$ cat config.mk
export PLATFORM = sky130hd
export DESIGN_NAME = periodic_timer_bank
export DESIGN_NICKNAME = d
export VERILOG_FILES = /design/src/rtl/ptb_pkg.sv /design/src/rtl/ptb_datapath.sv /design/src/rtl/ptb_ctrl.sv /design/src/rtl/periodic_timer_bank.sv
export SDC_FILE = /design/constraint.sdc
export NUM_CORES = 2
export LEC_CHECK = 0
export BUFFER_PORTS_ARGS = -buffer_cell sky130_fd_sc_hd__buf_2
export CAP_MARGIN = 20
export CORE_MARGIN = 4
export CORE_UTILIZATION = 62
export DETAILED_ROUTE_END_ITERATION = 7
export PLACE_DENSITY_LB_ADDON = 0.2
export RECOVER_POWER = 50
export SETUP_SLACK_MARGIN = 0.1
export SLEW_MARGIN = 20
export SYNTH_ARGS = -nofsm -noshare
export SYNTH_HDL_FRONTEND = slang
export SYNTH_SLANG_ARGS = --single-unit
$ cat constraint.sdc
create_clock -name clk -period 4.85 [get_ports clk]
set_input_delay 0.485 -clock clk [delete_from_list [all_inputs] [get_ports clk]]
set_output_delay 0.485 -clock clk [all_outputs]
set_load 0.05 [all_outputs]
$ cat src/rtl/ptb_pkg.sv
// ----------------------------------------------------------------------------
// ptb_pkg
// Shared types and constants for the periodic timer bank.
// ----------------------------------------------------------------------------
`default_nettype none

package ptb_pkg;

	localparam int TIMER_COUNT  = 16;
	localparam int RESULT_LIMIT = 16;
	localparam int ACTIVE_MAX   = (TIMER_COUNT < RESULT_LIMIT) ? TIMER_COUNT : RESULT_LIMIT;
	localparam int TIMER_IDX_W  = (TIMER_COUNT > 1) ? $clog2(TIMER_COUNT) : 1;

	localparam int CFG_W   = 5;
	localparam int SEL_W   = 4;
	localparam int COUNT_W = 32;
	localparam int CMD_W   = 2;

	// command codes
	localparam logic [CMD_W-1:0] CMD_TICK   = 2'd0;
	localparam logic [CMD_W-1:0] CMD_ARM    = 2'd1;
	localparam logic [CMD_W-1:0] CMD_DISARM = 2'd2;

	// result status codes
	localparam logic STATUS_OK        = 1'b0;
	localparam logic STATUS_BAD_INDEX = 1'b1;

	// register map, selected by paddr[2]
	localparam logic REG_TIMERS_IN_USE = 1'b0;

	typedef struct packed {
		logic [CMD_W-1:0]   command;
		logic [SEL_W-1:0]   timer_select;
		logic [COUNT_W-1:0] first_timeout;
		logic [COUNT_W-1:0] reload_interval;
	} in_item_t;

	typedef struct packed {
		logic             expired;
		logic [SEL_W-1:0] timer_index;
		logic             status;
		logic             last;
	} out_item_t;

	typedef enum logic [1:0] {
		ST_IDLE,
		ST_WALK,
		ST_FLUSH,
		ST_RESP
	} state_t;

	// controller to datapath
	typedef struct packed {
		logic capture;
		logic step;
		logic flush;
		logic respond;
	} ctl_cmd_t;

	// datapath to controller
	typedef struct packed {
		logic new_is_tick;
		logic walk_done;
		logic step_blocked;
		logic out_free;
		logic pend_valid;
	} dp_status_t;

endpackage

`default_nettype wire

$ cat src/rtl/ptb_datapath.sv
// ----------------------------------------------------------------------------
// ptb_datapath
// Timer count storage, walk index, pending expiry and result register.
// ----------------------------------------------------------------------------
`default_nettype none

module ptb_datapath (
	input  logic                       clk,
	input  logic                       arst_n,
	input  ptb_pkg::in_item_t          cmd_data,
	input  logic [ptb_pkg::CFG_W-1:0]  timers_in_use,
	input  ptb_pkg::ctl_cmd_t          ctl,
	output ptb_pkg::dp_status_t        status,
	output logic                       res_valid,
	input  logic                       res_ready,
	output ptb_pkg::out_item_t         res_data
);

	logic [ptb_pkg::COUNT_W-1:0] rc_q [ptb_pkg::TIMER_COUNT];
	logic [ptb_pkg::COUNT_W-1:0] rv_q [ptb_pkg::TIMER_COUNT];

	ptb_pkg::in_item_t           item_q;
	logic [ptb_pkg::CFG_W-1:0]   idx_q;
	logic                        pend_q;
	logic [ptb_pkg::SEL_W-1:0]   pend_idx_q;
	logic                        res_valid_q;
	ptb_pkg::out_item_t          res_data_q;

	logic [ptb_pkg::CFG_W-1:0]       lim;
	logic [ptb_pkg::TIMER_IDX_W-1:0] rd_addr;
	logic [ptb_pkg::COUNT_W-1:0]     rc_rd;
	logic [ptb_pkg::COUNT_W-1:0]     rv_rd;
	logic                            active;
	logic                            hits;
	logic                            walk_done;
	logic                            is_arm;
	logic                            is_sel_cmd;
	logic                            item_bad;
	logic                            out_free;

	logic                            rc_we;
	logic                            rv_we;
	logic [ptb_pkg::TIMER_IDX_W-1:0] wr_addr;
	logic [ptb_pkg::COUNT_W-1:0]     rc_wdata;
	logic [ptb_pkg::COUNT_W-1:0]     rv_wdata;

	logic                            push;
	ptb_pkg::out_item_t              res_next;

	assign lim = (timers_in_use > ptb_pkg::CFG_W'(ptb_pkg::ACTIVE_MAX)) ?
		ptb_pkg::CFG_W'(ptb_pkg::ACTIVE_MAX) : timers_in_use;

	assign rd_addr   = idx_q[ptb_pkg::TIMER_IDX_W-1:0];
	assign rc_rd     = rc_q[rd_addr];
	assign rv_rd     = rv_q[rd_addr];
	assign active    = (rc_rd != '0);
	assign hits      = (rc_rd == ptb_pkg::COUNT_W'(1));
	assign walk_done = (idx_q >= lim);

	assign is_arm     = (item_q.command == ptb_pkg::CMD_ARM);
	assign is_sel_cmd = is_arm || (item_q.command == ptb_pkg::CMD_DISARM);
	assign item_bad   = is_sel_cmd && ({1'b0, item_q.timer_select} >= lim);

	assign out_free = !res_valid_q || res_ready;

	assign status.new_is_tick  = (cmd_data.command == ptb_pkg::CMD_TICK);
	assign status.walk_done    = walk_done;
	assign status.step_blocked = hits && pend_q && !out_free;
	assign status.out_free     = out_free;
	assign status.pend_valid   = pend_q;

	// one write port: walk step or arm/disarm
	always_comb begin
		rc_we    = 1'b0;
		rv_we    = 1'b0;
		wr_addr  = rd_addr;
		rc_wdata = rc_rd;
		rv_wdata = rv_rd;
		if (ctl.step) begin
			rc_we = active;
			if (hits) begin
				rc_wdata = rv_rd;
			end else begin
				rc_wdata = rc_rd - ptb_pkg::COUNT_W'(1);
			end
		end else if (ctl.respond && is_sel_cmd && !item_bad) begin
			rc_we    = 1'b1;
			rv_we    = 1'b1;
			wr_addr  = ptb_pkg::TIMER_IDX_W'(item_q.timer_select);
			rc_wdata = is_arm ? item_q.first_timeout : '0;
			rv_wdata = is_arm ? item_q.reload_interval : '0;
		end
	end

	always_ff @(posedge clk or negedge arst_n) begin
		if (!arst_n) begin
			for (int i = 0; i < ptb_pkg::TIMER_COUNT; i++) begin
				rc_q[i] <= '0;
				rv_q[i] <= '0;
			end
		end else begin
			if (rc_we) begin
				rc_q[wr_addr] <= rc_wdata;
			end
			if (rv_we) begin
				rv_q[wr_addr] <= rv_wdata;
			end
		end
	end

	always_ff @(posedge clk) begin
		if (ctl.capture) begin
			item_q <= cmd_data;
		end
	end

	// the held expiry goes out with last=0 once a later one shows up
	always_comb begin
		push     = 1'b0;
		res_next = '0;
		res_next.status = ptb_pkg::STATUS_OK;
		if (ctl.step && hits && pend_q) begin
			push                 = 1'b1;
			res_next.expired     = 1'b1;
			res_next.timer_index = pend_idx_q;
		end else if (ctl.flush) begin
			push          = 1'b1;
			res_next.last = 1'b1;
			if (pend_q) begin
				res_next.expired     = 1'b1;
				res_next.timer_index = pend_idx_q;
			end
		end else if (ctl.respond) begin
			push            = 1'b1;
			res_next.last   = 1'b1;
			res_next.status = item_bad ? ptb_pkg::STATUS_BAD_INDEX : ptb_pkg::STATUS_OK;
		end
	end

	always_ff @(posedge clk or negedge arst_n) begin
		if (!arst_n) begin
			idx_q       <= '0;
			pend_q      <= 1'b0;
			res_valid_q <= 1'b0;
		end else begin
			if (ctl.capture) begin
				idx_q  <= '0;
				pend_q <= 1'b0;
			end else if (ctl.step) begin
				idx_q <= idx_q + ptb_pkg::CFG_W'(1);
				if (hits) begin
					pend_q <= 1'b1;
				end
			end else if (ctl.flush) begin
				pend_q <= 1'b0;
			end
			if (push) begin
				res_valid_q <= 1'b1;
			end else if (res_ready) begin
				res_valid_q <= 1'b0;
			end
		end
	end

	always_ff @(posedge clk) begin
		if (ctl.step && hits) begin
			pend_idx_q <= idx_q[ptb_pkg::SEL_W-1:0];
		end
		if (push) begin
			res_data_q <= res_next;
		end
	end

	assign res_valid = res_valid_q;
	assign res_data  = res_data_q;

	a_push_no_overwrite: assert property (@(posedge clk) disable iff (!arst_n)
		push |-> (!res_valid_q || res_ready))
		else $error("result register overwritten");

	a_step_in_range: assert property (@(posedge clk) disable iff (!arst_n)
		ctl.step |-> (idx_q < lim))
		else $error("walk step beyond timers in use");

endmodule

`default_nettype wire

$ cat src/rtl/ptb_ctrl.sv
// ----------------------------------------------------------------------------
// ptb_ctrl
// Sequencer for tick walks and arm/disarm responses.
// ----------------------------------------------------------------------------
`default_nettype none

module ptb_ctrl (
	input  logic                clk,
	input  logic                arst_n,
	input  logic                cmd_valid,
	output logic                cmd_ready,
	input  ptb_pkg::dp_status_t status,
	output ptb_pkg::ctl_cmd_t   ctl
);

	ptb_pkg::state_t state_q;
	ptb_pkg::state_t state_d;

	always_comb begin
		state_d = state_q;
		unique case (state_q)
			ptb_pkg::ST_IDLE: begin
				if (cmd_valid) begin
					state_d = status.new_is_tick ? ptb_pkg::ST_WALK : ptb_pkg::ST_RESP;
				end
			end
			ptb_pkg::ST_WALK: begin
				if (status.walk_done) begin
					state_d = ptb_pkg::ST_FLUSH;
				end
			end
			ptb_pkg::ST_FLUSH: begin
				if (status.out_free) begin
					state_d = ptb_pkg::ST_IDLE;
				end
			end
			ptb_pkg::ST_RESP: begin
				if (status.out_free) begin
					state_d = ptb_pkg::ST_IDLE;
				end
			end
			default: state_d = ptb_pkg::ST_IDLE;
		endcase
	end

	always_comb begin
		cmd_ready   = 1'b0;
		ctl         = '0;
		unique case (state_q)
			ptb_pkg::ST_IDLE: begin
				cmd_ready   = 1'b1;
				ctl.capture = cmd_valid;
			end
			ptb_pkg::ST_WALK: begin
				ctl.step = !status.walk_done && !status.step_blocked;
			end
			ptb_pkg::ST_FLUSH: begin
				ctl.flush = status.out_free;
			end
			ptb_pkg::ST_RESP: begin
				ctl.respond = status.out_free;
			end
			default: begin
				cmd_ready = 1'b0;
			end
		endcase
	end

	always_ff @(posedge clk or negedge arst_n) begin
		if (!arst_n) begin
			state_q <= ptb_pkg::ST_IDLE;
		end else begin
			state_q <= state_d;
		end
	end

	a_idle_no_pending: assert property (@(posedge clk) disable iff (!arst_n)
		(state_q == ptb_pkg::ST_IDLE) |-> !status.pend_valid)
		else $error("expiry left pending after walk");

endmodule

`default_nettype wire

$ cat src/rtl/periodic_timer_bank.sv
// ----------------------------------------------------------------------------
// periodic_timer_bank
// Bank of tick-driven one-shot/periodic countdown timers with expiry reports.
// ----------------------------------------------------------------------------
//  channel   signals                          direction  notes
//  cmd       cmd_valid/cmd_ready/cmd_data     in         tick, arm, disarm
//  res       res_valid/res_ready/res_data     out        one or more per item
//  apb       psel/penable/pwrite/paddr/...    in/out     timers_in_use at 0x0
//
// an arm/disarm result is registered once the result register is free; the next item waits for that push
// a tick walks one timer per cycle unless a stalled result register blocks the step, then flushes a last result
// one item at a time; a new item is taken while the last result still waits
// a stalled result register holds the walk at the next expiring timer
// reset clears all counts and reloads at once, no clearing pass
// ----------------------------------------------------------------------------
`default_nettype none

module periodic_timer_bank (
	input  logic               clk,
	input  logic               arst_n,
	input  logic               cmd_valid,
	output logic               cmd_ready,
	input  ptb_pkg::in_item_t  cmd_data,
	output logic               res_valid,
	input  logic               res_ready,
	output ptb_pkg::out_item_t res_data,
	input  logic               psel,
	input  logic               penable,
	input  logic               pwrite,
	input  logic [2:0]         paddr,
	input  logic [31:0]        pwdata,
	output logic [31:0]        prdata,
	output logic               pready
);

	logic [ptb_pkg::CFG_W-1:0] timers_in_use_q;
	ptb_pkg::ctl_cmd_t         ctl;
	ptb_pkg::dp_status_t       status;
	logic                      reg_hit;

	assign reg_hit = (paddr[2] == ptb_pkg::REG_TIMERS_IN_USE);
	assign pready  = 1'b1;
	assign prdata  = reg_hit ? {{(32 - ptb_pkg::CFG_W){1'b0}}, timers_in_use_q} : '0;

	always_ff @(posedge clk or negedge arst_n) begin
		if (!arst_n) begin
			timers_in_use_q <= '0;
		end else if (psel && penable && pwrite && pready && reg_hit) begin
			timers_in_use_q <= pwdata[ptb_pkg::CFG_W-1:0];
		end
	end

	ptb_ctrl u_ctrl (
		.clk       (clk),
		.arst_n    (arst_n),
		.cmd_valid (cmd_valid),
		.cmd_ready (cmd_ready),
		.status    (status),
		.ctl       (ctl)
	);

	ptb_datapath u_datapath (
		.clk           (clk),
		.arst_n        (arst_n),
		.cmd_data      (cmd_data),
		.timers_in_use (timers_in_use_q),
		.ctl           (ctl),
		.status        (status),
		.res_valid     (res_valid),
		.res_ready     (res_ready),
		.res_data      (res_data)
	);

	a_one_item_at_a_time: assert property (@(posedge clk) disable iff (!arst_n)
		(cmd_valid && cmd_ready) |=> !cmd_ready)
		else $error("second item taken during processing");

endmodule

`default_nettype wire

==> flow_summary.rst <==
.. list-table::
   :header-rows: 1

   * - Metric
     - Value
   * - Outcome
     - complete, but fails checks
   * - Violations in the final reports
     - capacitance limit, slew limit
   * - Cell Pwr Density
     - 511 nW/um^2
   * - Number of global-route vias before repair
     - 37100
   * - Most used cell, CP
     - buf_12
   * - Die outline area
     - 85800 um^2
   * - Global-route wire length before repair
     - 219000 um
   * - Worst Skew
     - 0.0501 ns
   * - Final WL
     - 141000 um
   * - Origin of the worst min-delay path
     - pwdata[3]
   * - Root buffer selected by CTS
     - clkbuf_16
   * - Number of antenna violations at the first check in global routing
     - 5
   * - Final Power
     - 29.2 mW
   * - Layout cell share with drive strength beyond 1
     - 17.8%
   * - R2r startpoint
     - u_datapath.idx_q[1]
   * - Worst min-delay path endpoint
     - timers_in_use_q[3]
   * - Clock insertion delay at the later pin of the skew report
     - 0.72 ns
   * - Sequential-to-total area share from yosys stat
     - 56.4%
   * - Final critical delay including setup and external delays
     - 4.60 ns
   * - TNS Setup
     - 0 ns
   * - Type of the worst setup path
     - flip-flop to flip-flop
   * - Remaining global-route overflow
     - 0
   * - Count of maximum capacitance violations
     - 1
   * - Xor and xnor area share after synthesis
     - 0.348%
   * - Sw Ratio
     - 34.9%
   * - Worst slew margin relative to its limit
     - -90.7%
   * - Fmax achieved
     - 0.217 GHz
   * - Hold Violations, Final
     - 0
   * - Fraction of post-synthesis cell area in the top cell type by area
     - 51.6%
   * - Number of storage elements in the synthesis netlist
     - 1119
   * - Placed Cells
     - 5554
   * - Worst path arrival time
     - 5.17 ns
   * - Area fraction in compound gates after synthesis
     - 13.4%
   * - Internal cell power
     - 19.0 mW
   * - Final setup violating endpoints
     - 0
   * - Top area cells in the synthesized netlist
     - dfrtp_1 (52%), mux4_2 (12%), o21ai_0 (9.3%)
   * - Required @ worst endpoint
     - 5.41 ns
   * - Pin count of the biggest net entering global routing
     - 133
   * - Synthesized netlist cell count
     - 4587
   * - Post-Synth Simple-Gate Area
     - 11.9%
   * - Max-slew violation total from the final report
     - 96
   * - Synth cell types
     - 86
   * - Cell depth of the worst hold path
     - 2
   * - Unrepaired setup endpoints after global routing
     - no
   * - IO buf count
     - 96
   * - Final cell count without fillers
     - 5840
   * - Top post-synthesis cells by count
     - nand2_1 (1148), dfrtp_1 (1038), o21ai_0 (940), mux4_2 (271), clkbuf_1 (246)
   * - Floorplan die height
     - 293 um
   * - Most repeated cell in the gate-level netlist after synthesis
     - nand2_1
   * - Core region area
     - 80500 um^2
   * - Clock Power Share
     - 30.1%
   * - Worst hold-check path type
     - input pin to flip-flop
   * - Placer Congestion
     - 0.889
   * - Worst Max-Slew Pin Slew
     - 2.86 ns
   * - Most used flip-flop cell after synthesis
     - dfrtp_1
   * - Clk buf depth
     - 3
   * - Post-synth EDFFs
     - 81
   * - Nets
     - 4812
   * - R2r setup slk
     - 0.25 ns
   * - Kind of end point of the critical path
     - flip-flop
   * - Share of flip-flops with an asynchronous set or reset
     - 92.8%
   * - Static leakage
     - 24.4 nW
   * - Area delta synth->final
     - 13.4%
   * - Portion of netlist area occupied by mux cells
     - 13.6%
   * - Area share of fa/ha/maj cells after synthesis
     - 0.348%
   * - Max incr delay on CP
     - 0.61 ns
   * - FF-to-FF End
     - u_datapath.rc_q[100]
   * - Drt via density
     - 6.32
   * - Setup crit start kind
     - flip-flop
   * - Register share of total power
     - 38.5%
   * - Post-Route Hold Slack
     - 0.0264 ns
   * - Worst-path clk slew
     - 0.07 ns
   * - Residual antenna-violating net count after detailed routing
     - 0
   * - Number of buffer and inverter stages on the critical path
     - 5
   * - Total clock buffers created by CTS
     - 112
   * - Sinks on Clock Net
     - 1119
   * - Master of the slowest instance on the critical path
     - dfrtp_4
   * - Main combinational cell family by area after synthesis
     - multiplexers
   * - Logic depth of the worst path, buffers included
     - 15
   * - Number of design rule violations left after detail routing
     - 0
   * - Worst reg2reg path depth
     - 15
   * - Combinational power share
     - 31.3%
   * - Final antenna diode count
     - 0
   * - Number of ports placed on the die boundary
     - 154
   * - Estimated wirelength of the detail-placed design
     - 85200 um
   * - Cell taking the most area after synthesis
     - dfrtp_1
   * - Switching Power
     - 10.2 mW
   * - Synthesized cell area
     - 50300 um^2
   * - Average wire per cell in the routed design
     - 24.2 um
   * - Horizontal die dimension
     - 293 um
   * - VDD IR-drop max
     - 485 uV
   * - Critical-path maximum fanout
     - 28
   * - CTS tree
     - yes
   * - Via count
     - 36900
   * - Cell family with the largest share of critical-path delay
     - simple AND/OR/NAND/NOR gates
   * - 1st-iter DRT viols
     - 3908
   * - Rows
     - 104
   * - Count of H-tree levels built during CTS
     - 3
   * - Critical path, cell by cell
     - buf_12, buf_12, mux4_2, nand2b_1, a2bb2oi_1, buf_4, nor2b_1, nand2_1, or3_1, nor3_4, buf_4, mux2_1, o21ai_2, buf_12, o21ai_0
   * - Post-route clock period utilization
     - 94.9%
   * - First-pass iteration count of the detailed router
     - 7
   * - Average cell area after synthesis
     - 11.0 um^2
   * - Starting utilization of the core area
     - 62.5%
   * - Yosys warning count
     - 0
   * - Overall global routing resource usage
     - 33.2%
## layer usage
metal,GRT usage (%),vias to the layer above,wire length (um)
li1,-,16300,-
met1,46.0,18500,55700
met2,53.1,1704,67700
met3,6.22,386,12000
met4,12.9,6,5990
met5,0,-,45
## flip-flops by register name, summed over array words and instances, names as in the netlist
name	cells
u_datapath.pend_q	1
u_datapath.rc_q	512
timers_in_use_q	5
u_datapath.res_valid	1
u_datapath.item_q	70
u_ctrl.state_q	2
u_datapath.res_data	7
u_datapath.rv_q	512
u_datapath.idx_q	5
u_datapath.pend_idx_q	4
## what timing repair did
item                                    in CTS  in global routing
hold endpoints to repair                   151                  0
resized for setup                            2                 11
endpoints found under the setup margin      12                390
pin swaps                                    0                  1
buffers inserted                             0                  8
hold buffers                                70                  0
## kinds of logic after synthesis
| group | Yosys count |
|---|---|
| other | 2 |
| flip-flops | 1119 |
| buffers and inverters | 430 |
| adder cells (fa/ha/maj) | 14 |
| AND/OR/NAND/NOR | 1424 |
| XOR/XNOR | 20 |
| multiplexers | 342 |
| AO/OA/AOI/OAI | 1236 |
## area by class of cell
class                   count  area [um^2]
flip-flops and latches   1119        28400
well taps                1060         1330
clock buffers             151         3160
repair buffers            372         3370
inverters                  17         68.8
clock inverters            57          606
multi-input cells        3064        20100
fillers                  5613        23500
## through the flow
stage / cell area (um^2) / setup WS [ns] / util [%]
floorplan: 50400 / 0.567 / -
global placement: 52600 / 0.179 / 65.3
detailed placement: 52600 / 0.0436 / 65.3
CTS: 57100 / 0.104 / 70.8
global route: 57100 / 0.111 / 70.9
finish: 57100 / 0.247 / 70.9
## worst register-to-register path: stages (launching register included)
cell and delay, ns:
dfrtp_4 0.61, buf_12 0.29, buf_12 0.29, mux4_2 0.50
nand2b_1 0.15, a2bb2oi_1 0.18, buf_4 0.19, nor2b_1 0.39
nand2_1 0.21, or3_1 0.44, nor3_4 0.22, buf_4 0.19
mux2_1 0.34, o21ai_2 0.17, buf_12 0.18, o21ai_0 0.12
## worst max-delay path by stage
| stage | from | end | slack [ns] |
|---|---|---|---|
| detailed placement | u_datapath.idx_q[1] | u_datapath.rc_q[500] | 0.04 |
| finish | u_datapath.idx_q[1] | u_datapath.rc_q[100] | 0.25 |
| global placement | u_datapath.idx_q[0] | u_datapath.rc_q[116] | 0.18 |
| floorplan | u_datapath.idx_q[1] | u_datapath.rc_q[4] | 0.57 |
| global route | u_datapath.idx_q[0] | u_datapath.rc_q[122] | 0.11 |
| CTS | u_datapath.idx_q[2] | u_datapath.rc_q[466] | 0.10 |
## cells in the final DEF, fill, tap and decap left out, types with 10 or more instances in the layout
cell and n:
o21ai_2 40, buf_4 135, clkbuf_1 47, mux2_2 13
a21o_1 10, dlygate4sd3_1 70, o21ai_0 939, clkbuf_8 19
nor2b_1 21, edfxtp_1 81, nand3_1 64, buf_12 55
clkbuf_16 113, mux2i_1 55, xnor2_1 17, and2_1 12
clkinv_2 31, ha_1 13, nor3_1 21, nor2_1 42
conb_1 28, o211ai_1 17, nand2b_1 13, buf_2 71
and3_1 16, dfrtp_1 1034, nand4_1 18, mux4_2 271
a21oi_1 52, nand2_1 1145, a22oi_1 22, inv_1 15
o21ai_1 83
## power groups by stage
| stage | logic (mW) | clock network (mW) | registers (mW) |
|---|---|---|---|
| 3_3_place_gp | 8.65 | 0 | 11.3 |
| 6_report | 9.14 | 8.78 | 11.2 |
| 3_5_place_dp | 8.79 | 0 | 11.4 |
| 2_1_floorplan | 5.79 | 0 | 11.2 |
| 5_1_grt | 9.79 | 9.25 | 11.3 |
| 4_1_cts | 8.90 | 8.85 | 11.2 |
Power figures use the tool's default switching activity.
